===== src/design/nfid_pkg.sv =====
// Types and constants for the next-fit identifier allocator.
// Used by the core, its word scan and its checker; depends on nothing.
`default_nettype none

package nfid_pkg;

    localparam int WORD_BITS = 32;
    localparam int WORD_LSB  = 5;

    localparam logic CMD_ALLOC   = 1'b0;
    localparam logic CMD_RELEASE = 1'b1;

    localparam logic ST_OK        = 1'b0;
    localparam logic ST_EXHAUSTED = 1'b1;

    typedef struct packed {
        logic       command;
        logic [7:0] release_id;
    } t_in;

    typedef struct packed {
        logic       status;
        logic [7:0] granted_id;
    } t_out;

    typedef struct packed {
        logic                first;
        logic                last;
        logic [WORD_LSB-1:0] cand_lo;
    } t_scan_ctl;

    typedef enum logic [1:0] {
        S_CLEAR,
        S_IDLE,
        S_SCAN
    } t_state;

endpackage

`default_nettype wire


===== src/design/next_fit_id_allocator_core.sv =====
// Release: reads the bitmap word, then in S_SCAN clears its bit and registers the result.
// Allocate: reads 1 to (ID_MAX/32)+2 32-bit bitmap words, one per scan step, from the
// single-port memory. Output stall holds S_SCAN; the next beat is taken back in S_IDLE.
// Reset (synchronous, active low) starts a clearing pass over all (ID_MAX/32)+1 words,
// one bitmap word per cycle, with the input stalled; the search pointer resets to 1.
// Top level of the next-fit identifier allocator. Depends on nfid_pkg, nfid_first_free.
`default_nettype none

module next_fit_id_allocator_core #(
    parameter int ID_MAX = 255
) (
    input  wire logic            i_clk,
    input  wire logic            i_rst_n,
    input  wire logic            i_in_valid,
    output logic                 o_in_stall,
    input  wire nfid_pkg::t_in   i_in_item,
    output logic                 o_out_valid,
    input  wire logic            i_out_stall,
    output nfid_pkg::t_out       o_out_item
);

    localparam int WB       = nfid_pkg::WORD_BITS;
    localparam int WL       = nfid_pkg::WORD_LSB;
    localparam int NW       = (ID_MAX / WB) + 1;
    localparam int AW       = (NW > 1) ? $clog2(NW) : 1;
    localparam int PW       = AW + WL;
    localparam int SW       = $clog2(NW + 1);
    localparam int RW       = (PW > 8) ? PW : 8;
    localparam int LAST_BIT = ID_MAX % WB;

    logic [WB-1:0] mem [NW];
    logic [WB-1:0] r_rdata;

    nfid_pkg::t_state r_state, n_state;
    logic [AW-1:0]    r_clr;
    logic [AW-1:0]    r_addr;
    logic [SW-1:0]    r_step;
    logic [PW-1:0]    r_ptr;
    logic             r_cmd;
    logic [WL-1:0]    r_rel_bit;
    logic             r_rel_ok;
    logic             r_out_valid;
    nfid_pkg::t_out   r_out;

    logic             in_acc;
    logic             out_free;
    logic [RW-1:0]    rel_ext;
    logic             rel_ok;
    logic [AW-1:0]    next_addr;
    logic [WB-1:0]    range_mask;
    logic [WB-1:0]    free_bits;
    nfid_pkg::t_scan_ctl scan_ctl;
    logic             ff_found;
    logic [WL-1:0]    ff_bit;
    logic [PW-1:0]    fid;

    logic             rd_en;
    logic [AW-1:0]    rd_addr;
    logic             wr_en;
    logic [AW-1:0]    wr_addr;
    logic [WB-1:0]    wr_data;
    logic             advance;
    logic             res_valid;
    nfid_pkg::t_out   res;
    logic             ptr_upd;

    assign in_acc    = i_in_valid && !o_in_stall;
    assign out_free  = !r_out_valid || !i_out_stall;
    assign rel_ext   = RW'(i_in_item.release_id);
    assign rel_ok    = (rel_ext != '0) && (rel_ext <= RW'(ID_MAX));
    assign next_addr = (r_addr == AW'(NW - 1)) ? '0 : r_addr + AW'(1);
    assign fid       = {r_addr, ff_bit};

    always_comb begin
        for (int b = 0; b < WB; b++) begin
            range_mask[b] = 1'b1;
            if ((r_addr == '0) && (b == 0)) begin
                range_mask[b] = 1'b0;
            end
            if ((r_addr == AW'(NW - 1)) && (b > LAST_BIT)) begin
                range_mask[b] = 1'b0;
            end
        end
    end

    assign free_bits        = ~r_rdata & range_mask;
    assign scan_ctl.first   = (r_step == '0);
    assign scan_ctl.last    = (r_step == SW'(NW));
    assign scan_ctl.cand_lo = r_ptr[WL-1:0];

    nfid_first_free u_first_free (
        .i_free  (free_bits),
        .i_ctl   (scan_ctl),
        .o_found (ff_found),
        .o_bit   (ff_bit)
    );

    always_comb begin
        n_state = r_state;
        case (r_state)
            nfid_pkg::S_CLEAR: begin
                if (r_clr == AW'(NW - 1)) begin
                    n_state = nfid_pkg::S_IDLE;
                end
            end
            nfid_pkg::S_IDLE: begin
                if (in_acc) begin
                    n_state = nfid_pkg::S_SCAN;
                end
            end
            nfid_pkg::S_SCAN: begin
                if (r_cmd == nfid_pkg::CMD_RELEASE) begin
                    if (out_free) begin
                        n_state = nfid_pkg::S_IDLE;
                    end
                end else if ((ff_found || scan_ctl.last) && out_free) begin
                    n_state = nfid_pkg::S_IDLE;
                end
            end
            default: n_state = nfid_pkg::S_CLEAR;
        endcase
    end

    always_comb begin
        rd_en     = 1'b0;
        rd_addr   = r_addr;
        wr_en     = 1'b0;
        wr_addr   = r_addr;
        wr_data   = r_rdata;
        advance   = 1'b0;
        res_valid = 1'b0;
        res       = '{status: nfid_pkg::ST_OK, granted_id: 8'd0};
        ptr_upd   = 1'b0;
        case (r_state)
            nfid_pkg::S_CLEAR: begin
                wr_en   = 1'b1;
                wr_addr = r_clr;
                wr_data = '0;
            end
            nfid_pkg::S_IDLE: begin
                rd_en = in_acc;
                if (i_in_item.command == nfid_pkg::CMD_RELEASE) begin
                    rd_addr = AW'(rel_ext >> WL);
                end else begin
                    rd_addr = r_ptr[PW-1:WL];
                end
            end
            nfid_pkg::S_SCAN: begin
                if (r_cmd == nfid_pkg::CMD_RELEASE) begin
                    if (out_free) begin
                        res_valid = 1'b1;
                        wr_en     = r_rel_ok;
                        wr_data   = r_rdata & ~(WB'(1) << r_rel_bit);
                    end
                end else if (ff_found) begin
                    if (out_free) begin
                        res_valid      = 1'b1;
                        res.granted_id = 8'(fid);
                        wr_en          = 1'b1;
                        wr_data        = r_rdata | (WB'(1) << ff_bit);
                        ptr_upd        = 1'b1;
                    end
                end else if (scan_ctl.last) begin
                    if (out_free) begin
                        res_valid  = 1'b1;
                        res.status = nfid_pkg::ST_EXHAUSTED;
                    end
                end else begin
                    rd_en   = 1'b1;
                    rd_addr = next_addr;
                    advance = 1'b1;
                end
            end
            default: begin
                rd_en = 1'b0;
            end
        endcase
    end

    always_ff @(posedge i_clk) begin
        if (rd_en) begin
            r_rdata <= mem[rd_addr];
        end
        if (wr_en) begin
            mem[wr_addr] <= wr_data;
        end
    end

    always_ff @(posedge i_clk) begin
        if (!i_rst_n) begin
            r_state     <= nfid_pkg::S_CLEAR;
            r_clr       <= '0;
            r_ptr       <= PW'(1);
            r_out_valid <= 1'b0;
        end else begin
            r_state <= n_state;
            if (r_state == nfid_pkg::S_CLEAR) begin
                r_clr <= r_clr + AW'(1);
            end
            if (ptr_upd) begin
                r_ptr <= (fid >= PW'(ID_MAX)) ? PW'(1) : fid + PW'(1);
            end
            if (res_valid) begin
                r_out_valid <= 1'b1;
            end else if (!i_out_stall) begin
                r_out_valid <= 1'b0;
            end
        end
    end

    always_ff @(posedge i_clk) begin
        if (in_acc) begin
            r_cmd     <= i_in_item.command;
            r_rel_bit <= rel_ext[WL-1:0];
            r_rel_ok  <= rel_ok;
            r_addr    <= rd_addr;
            r_step    <= '0;
        end else if (advance) begin
            r_addr <= rd_addr;
            r_step <= r_step + SW'(1);
        end
        if (res_valid) begin
            r_out <= res;
        end
    end

    assign o_in_stall  = (r_state != nfid_pkg::S_IDLE);
    assign o_out_valid = r_out_valid;
    assign o_out_item  = r_out;

endmodule

`default_nettype wire


===== src/design/nfid_first_free.sv =====
// First free identifier within one bitmap word, honouring the wrap window.
// Depends on nfid_pkg.
`default_nettype none

module nfid_first_free (
    input  wire logic [nfid_pkg::WORD_BITS-1:0] i_free,
    input  wire nfid_pkg::t_scan_ctl            i_ctl,
    output logic                                o_found,
    output logic [nfid_pkg::WORD_LSB-1:0]       o_bit
);

    logic [nfid_pkg::WORD_BITS-1:0] avail;

    always_comb begin
        for (int b = 0; b < nfid_pkg::WORD_BITS; b++) begin
            avail[b] = i_free[b];
            if (i_ctl.first && (nfid_pkg::WORD_LSB'(b) < i_ctl.cand_lo)) begin
                avail[b] = 1'b0;
            end
            if (i_ctl.last && (nfid_pkg::WORD_LSB'(b) >= i_ctl.cand_lo)) begin
                avail[b] = 1'b0;
            end
        end
    end

    always_comb begin
        o_found = |avail;
        o_bit   = '0;
        for (int b = nfid_pkg::WORD_BITS - 1; b >= 0; b--) begin
            if (avail[b]) begin
                o_bit = nfid_pkg::WORD_LSB'(b);
            end
        end
    end

endmodule

`default_nettype wire


===== config.mk =====
export PLATFORM = sky130hd
export DESIGN_NAME = next_fit_id_allocator_core
export DESIGN_NICKNAME = d
export VERILOG_FILES = /design/src/design/nfid_pkg.sv /design/src/design/next_fit_id_allocator_core.sv /design/src/design/nfid_first_free.sv
export SDC_FILE = /design/constraint.sdc
export NUM_CORES = 1
export LEC_CHECK = 0
export ABC_AREA = 1
export BUFFER_PORTS_ARGS = -buffer_cell sky130_fd_sc_hd__buf_2
export CAP_MARGIN = 20
export CORE_MARGIN = 2
export CORE_UTILIZATION = 35
export DETAILED_ROUTE_END_ITERATION = 10
export PLACE_DENSITY_LB_ADDON = 0.15
export SYNTH_ARGS = -nofsm -noshare
export SYNTH_HDL_FRONTEND = slang
export SYNTH_SLANG_ARGS = --single-unit
export TNS_END_PERCENT = 5

===== constraint.sdc =====
create_clock -name i_clk -period 6.9 [get_ports i_clk]
set_input_delay 2.07 -clock i_clk [delete_from_list [all_inputs] [get_ports i_clk]]
set_output_delay 2.07 -clock i_clk [all_outputs]
set_load 0.005 [all_outputs]

# After elaboration in Yosys (flattened, before gate mapping)
# Memories as Yosys holds them, arrays and structs flattened. A register that Yosys moved wholly into a read port is not among the register bits.
# Cells that the tools add are included.
[word_totals] register_bits=37 in_bits=13 out_inout_bits=11 memories=1 ramBits=256 word_cells=322
[memory_table] memory="mem" words=8 width=32 rd=1 rd_clocked_by_memory_dff=1 write_ports=1 line="next_fit_id_allocator_core.sv:31" source="logic [WB-1:0] mem [NW];"
[classes] eq_ne=11 n_shift=2 bitwise=8 addsub=4 n_lt_le_gt_ge=66 reduce_logical=81 mux=138
[op_table] cell="5-bit 2-to-1 mux" n=32
[op_table] cell="32-bit 2-to-1 mux" n=4
[op_table] cell="1-bit 2-to-1 mux" n=83
[op_table] cell="5-bit >= comparator (first input constant)" n=16
[op_table] cell="5-bit < comparator (first input constant)" n=16
[op_table] cell="1-bit logical AND" n=67
[op_table] cell="32-bit AND" n=2
[op_table] cell="32-bit inverter" n=2
[op_table] cell="32-bit one-hot mux with 2 select lines" n=1
[op_table] cell="1-bit by 5-bit << shifter with 32-bit output (first input constant)" n=2
[op_table] cell="4-bit by 5-bit >= comparator with 1-bit output (first input constant)" n=8
[op_table] cell="4-bit by 5-bit < comparator with 1-bit output (first input constant)" n=8
[op_table] cell="34-bit OR reduction" n=1
[op_table] cell="32-bit bitwise OR" n=1
[op_table] cell="32-bit OR reduction" n=1
[op_table] cell="3-bit 2-to-1 mux" n=8
[op_table] cell="3-bit by 5-bit >= comparator with 1-bit output (first input constant)" n=4
[op_table] cell="3-bit by 5-bit < comparator with 1-bit output (first input constant)" n=4
[op_table] cell="1-bit by 5-bit >= comparator with 1-bit output (first input constant)" n=2
[op_table] cell="2-bit by 5-bit >= comparator with 1-bit output (first input constant)" n=2
[op_table] cell="1-bit by 5-bit < comparator with 1-bit output (first input constant)" n=2
[op_table] cell="2-bit by 5-bit < comparator with 1-bit output (first input constant)" n=2
[op_table] cell="2-bit 2-to-1 mux" n=5
[op_table] cell="8-bit by 1-bit adder with 8-bit output (second input constant)" n=1
[op_table] cell="other kinds (25)" n=36

# Depth between registers and ports, before layout
[logic_depth] depth_word=43 mapped_depth=42 mapped_depth_nobuf=42

# Hierarchy
# From an unflattened synthesis, not the netlist that was laid out.
[hier_totals] hier_cells=1846 hier_area_um2=16438.3
[by_module_without_submodules] mod="next_fit_id_allocator_core" n_inst=1 seq_area_each_um2=9579.2 cells_each=1612 area_each_um2=15319.7
[by_module_without_submodules] mod="nfid_first_free" n_inst=1 seq_area_each_um2=0.0 cells_each=234 area_each_um2=1118.6

# Worst setup path after synthesis
# Ideal clock, no wire load.
[synth_timing] path_kind="input to register" startpoint="input i_in_valid" endpoint="register r_rdata[0], read port of mem, enable pin" setup_ns=0.470 required_ns=6.430 arrival_time_ns=4.561 path_stages=2 path_buffers=0 slack_ns=1.869 path_cell_list="nand2_1 a21boi_0"
[synth_between] elab_chain_len=2
[synth_lines] item="start: declaration" line="next_fit_id_allocator_core.sv:14" source="input wire logic i_in_valid,"
[synth_lines] item="1-bit logical AND" line="next_fit_id_allocator_core.sv:67" source="assign in_acc = i_in_valid && !o_in_stall;"
[synth_lines] item="1-bit one-hot mux with 2 select lines" line="next_fit_id_allocator_core.sv:134" source="case (r_state)"
[synth_lines] item="via rd_en" line="next_fit_id_allocator_core.sv:57" source="logic rd_en;"
[synth_lines] item="end: declaration" line="next_fit_id_allocator_core.sv:32" source="logic [WB-1:0] r_rdata;"
# The timed path passes the listed nets, and every way through them passes these cells.
# A chain may end at the register's enable or synchronous reset.

# Worst setup path after layout
[layout_timing] startpoint="register r_step[1]" endpoint="memory mem[4][25] (netlist name) (data pin)"
[layout_between] elab_chain_len=42 elab_cells_between_ends=169 classes_between="eq/ne: 1; shift: 1; mux: 100; bitwise: 1; reduce/logical: 66"
[layout_lines] item="start: declaration" line="next_fit_id_allocator_core.sv:37" source="logic [SW-1:0] r_step;"
[layout_lines] item="start signal: assignment" line="next_fit_id_allocator_core.sv:220" source="r_step <= r_step + SW'(1);"
[layout_lines] item="4-bit logical NOT" line="next_fit_id_allocator_core.sv:87" source="assign scan_ctl.first = (r_step == '0);"
[layout_lines] item="1-bit logical AND" line="nfid_first_free.sv:17" source="if (i_ctl.first && (nfid_pkg::WORD_LSB'(b) < i_ctl.cand_lo)) begin"
[layout_lines] item="1-bit 2-to-1 mux" line="nfid_first_free.sv:17"
[layout_lines] item="1-bit 2-to-1 mux" line="nfid_first_free.sv:20" source="if (i_ctl.last && (nfid_pkg::WORD_LSB'(b) >= i_ctl.cand_lo)) begin"
[layout_lines] item="5-bit 2-to-1 mux (31 in a row)" line="nfid_first_free.sv:30" source="if (avail[b]) begin"
[layout_lines] item="5-bit 2-to-1 mux *" line="nfid_first_free.sv:30"
[layout_lines] item="via ff_bit[0]" line="next_fit_id_allocator_core.sv:54" source="logic [WL-1:0] ff_bit;"
[layout_lines] item="1-bit by 5-bit << shifter with 32-bit output *" line="next_fit_id_allocator_core.sv:160" source="wr_data = r_rdata | (WB'(1) << ff_bit);"
[layout_lines] item="32-bit bitwise OR *" line="next_fit_id_allocator_core.sv:160"
[layout_lines] item="32-bit 2-to-1 mux *" line="next_fit_id_allocator_core.sv:156" source="if (out_free) begin"
[layout_lines] item="32-bit 2-to-1 mux *" line="next_fit_id_allocator_core.sv:155" source="end else if (ff_found) begin"
[layout_lines] item="32-bit 2-to-1 mux *" line="next_fit_id_allocator_core.sv:149" source="if (r_cmd == nfid_pkg::CMD_RELEASE) begin"
[layout_lines] item="32-bit one-hot mux with 2 select lines *" line="next_fit_id_allocator_core.sv:134"
[layout_lines] item="via wr_data[25]" line="next_fit_id_allocator_core.sv:61" source="logic [WB-1:0] wr_data;"
[layout_lines] item="end: declaration" line="next_fit_id_allocator_core.sv:31"
# The timed path passes the listed nets; every way through them passes the cells marked *.

==> flow_summary_export.csv <==
group,metric,value,unit
yosys,ys_seq_elements,325,
cts,cts-root-buf,"clkbuf_16",
floorplan,start_util,35.3,%
worst_setup_path,critPathLaunchType,"register",
place,gp_congestion,0.934,
cts,cts_setup_buffers,0,
route,post_drt_wl_per_cell,21.2,um
place,io_buffers,23,
yosys,synth_nets,1482,
sta,rsz0062_at_grt,"false",
global_routing,track_usage,19.6,%
run,cap_violations,0,
yosys,synth_cells,1455,
cells_and_area,seq_area,9580,um^2
worst_setup_path,r2r-end,"mem[4][25]",
yosys,yosys.area.top_type_share,61.0,%
global_routing,grt_pass1_wl,65.7,mm
worst_setup_path,cp_max_fo,17,
floorplan,fp.dieW,212,um
cells_and_area,layout.nets,1497,
route,viasPerCell,5.29,
cells_and_area,layout_commonest_cell,"nand2_1",
floorplan,io_pins,24,
yosys,synth_cell_types,46,
worst_setup_path,crit_path_end_kind,"register",
worst_setup_path,ff2ff_setup_slack,2000,ps
pwr,vdd_drop_max,0.273,mV
route,vias,10800,
worst_setup_path,crit_arrival,5090,ps
sta,hold_viol,0,
cells_and_area,multiInputGateArea,4870,um^2
worst_setup_path,startpoint,"r_step[1]",
floorplan,core,42800,um^2
route,drt_iter0_markers,900,
place,place_inst,1971,
sta,final.setup.worst_slack,2000,ps
pwr,p_leak,0.00621,uW
floorplan,dieHeight,212,um
global_routing,grt_pass1_vias,10300,
route,wl,43.3,mm
cts,cts.sinks,325,
worst_setup_path,reg2reg_depth,37,
cts,numCtsBuffers,37,
cts,cts_tree,"done",
sta,max_freq,204,MHz
cts,clkTransAtPathRegs,60,ps
sta,tightest_slew,1070,ps
cells_and_area,syn2layout_area_growth,12.3,%
route,drc,0,
floorplan,row_count,76,
place,hpwlAfterDp,27.2,mm
cts,cts.path.max_buffers,3,
route,antenna_left,0,
yosys,ys_top_cells_by_area,"edfxtp_1 (61%), nand2_1 (8.1%), nor2_1 (4.6%)",
global_routing,antenna_found_initial,0,
cts,postCtsHoldBufs,0,
global_routing,grt_overflow,0,
sta,slew_headroom,27.8,%
place,dp_slack,2040,ps
yosys,yosys.area.top_type,"edfxtp_1",
floorplan,die_area,44800,um^2
worst_setup_path,r2r_start,"r_step[1]",
pwr,cellPowerDensity,342,nW/um^2
sta,period_share,71.1,%
status,status,"complete, no violations",
worst_setup_path,critPathSlowestCell,"o31ai_1",
cells_and_area,layout-drive-gt1-share,10.1,%
cells_and_area,final_cell_mix,"nand2_1 (325), edfxtp_1 (307), nor2_1 (178), a21oi_1 (118), o21ai_0 (80)",
route,dr.pass1.iters,5,
yosys,synth_edf_count,307,
yosys,synth_area,15100,um^2
cts,post_cts_resized,0,
yosys,synth-main-ff-cell,"edfxtp_1",
cells_and_area,fillCellCount,4159,
worst_setup_path,crit_type,"register to register",
hold_path,min-delay-path-class,"register to register",
worst_setup_path,crit_required,7080,ps
yosys,yosysSeqAreaShare,63.4,%
sta,fin_crit,4900,ps
worst_setup_path,critPathCapture,"mem[4][25]",
yosys,synth_warnings,0,
worst_setup_path,path_common_cell,"nand2_1",
cts,h-tree-depth,2,
cells_and_area,final_util,39.6,%
cells_and_area,fin_cells,2043,
sta,fin_skew,35.9,ps
sta,setup-violations-final,0,
yosys,synth_area_per_cell,10.4,um^2
global_routing,grt_max_degree,129,
worst_setup_path,slowest_delay,910,ps
yosys,async_flop_share,0,%
sta,drv_slew,0,
sta,tns,0,ps
cts,insertion_delay,540,ps
cell type report:
type	instances	area share, %
Antenna cell	1	0.0148
Clock buffer	46	5.78
Clock inverter	19	0.738
Inverter	89	1.98
Multi-Input combinational cell	966	28.7
Sequential cell	325	56.5
Tap cell	546	4.03
Timing Repair Buffer	51	2.26
logic make-up (layout without fill, tap and decap cells):
group	count (synthesis)	in the layout	synth area share, %
fa+ha+maj	14	14	1.16
flops	325	325	63.4
compound gates	335	335	13.4
simple gates	617	617	17.0
buf+inv	164	205	5.02
other cells	0	1	0
metal layers:
metal | part of all wire [%] | track usage [%] | up-vias
li1 | - | - | 5204
met1 | 48 | 28.6 | 5276
met2 | 45 | 30.3 | 274
met3 | 5.5 | 3.34 | 61
met4 | 2.1 | 5.00 | 0
met5 | 0 | 0 | -
worst min-delay path by stage:
stage | from | end | slack, ps | cells after the start
after global routing | r_ptr[7] | r_ptr[7] | 490 | 2
final | r_ptr[7] | r_ptr[7] | 470 | 2
after global placement | r_ptr[7] | r_ptr[7] | 460 | 2
after floorplan | r_ptr[6] | r_ptr[6] | 450 | 2
after detailed placement | r_ptr[7] | r_ptr[7] | 460 | 2
after CTS | r_ptr[7] | r_ptr[7] | 470 | 2
registers in the layout, summed over array words and instances (netlist names):
name and flops:
r_ptr 8, r_clr 3, r_cmd 1, o_out_item 9, r_rdata 32, r_rel_bit 5, r_addr 3, r_rel_ok 1
mem 256, r_state 2, o_out_valid 1, r_step 4
cells in the mapped netlist, types with 3 or more instances:
library cell,instances
nand4_1,12
buf_4,7
o32ai_1,32
buf_6,12
a31oi_1,18
edfxtp_1,307
nand2_2,4
o31ai_1,38
o21ai_0,80
o21ai_2,4
nand3_1,41
inv_2,15
a21oi_1,118
o211ai_1,11
a211oi_1,3
nor2_1,186
clkbuf_1,30
buf_1,5
nor4_1,9
nor2_2,8
o22ai_1,4
a21boi_0,3
buf_2,21
nor3_1,18
ha_1,14
o21ai_1,13
dfxtp_1,18
nand2_1,325
inv_1,73
report_power, final:
group,switching (uW),total (uW),leakage (uW),internal (uW)
Combinational,927,1250,0.00263,318
Sequential,85.6,2730,0.00304,2650
Clock,769,1810,0.000538,1040
Total,1780,5790,0.00621,4010
metrics by stage:
stage               hold slack, ps  instance area (um^2)  power [uW]
global route                   486                 17000        6100
floorplan                      446                 15100        3580
global placement               462                 15800        4030
finish                         471                 17000        5790
detailed placement             462                 15800        4040
CTS                            472                 16900        5870
critical path, delay by kind of cell, from the launching register on:
kind	cells	cell delay, ps
fa+ha+maj	2	510
compound gates	2	1220
buf+inv	1	80
flops	1	320
simple gates	32	2420
(Power assumes the default switching activity.)
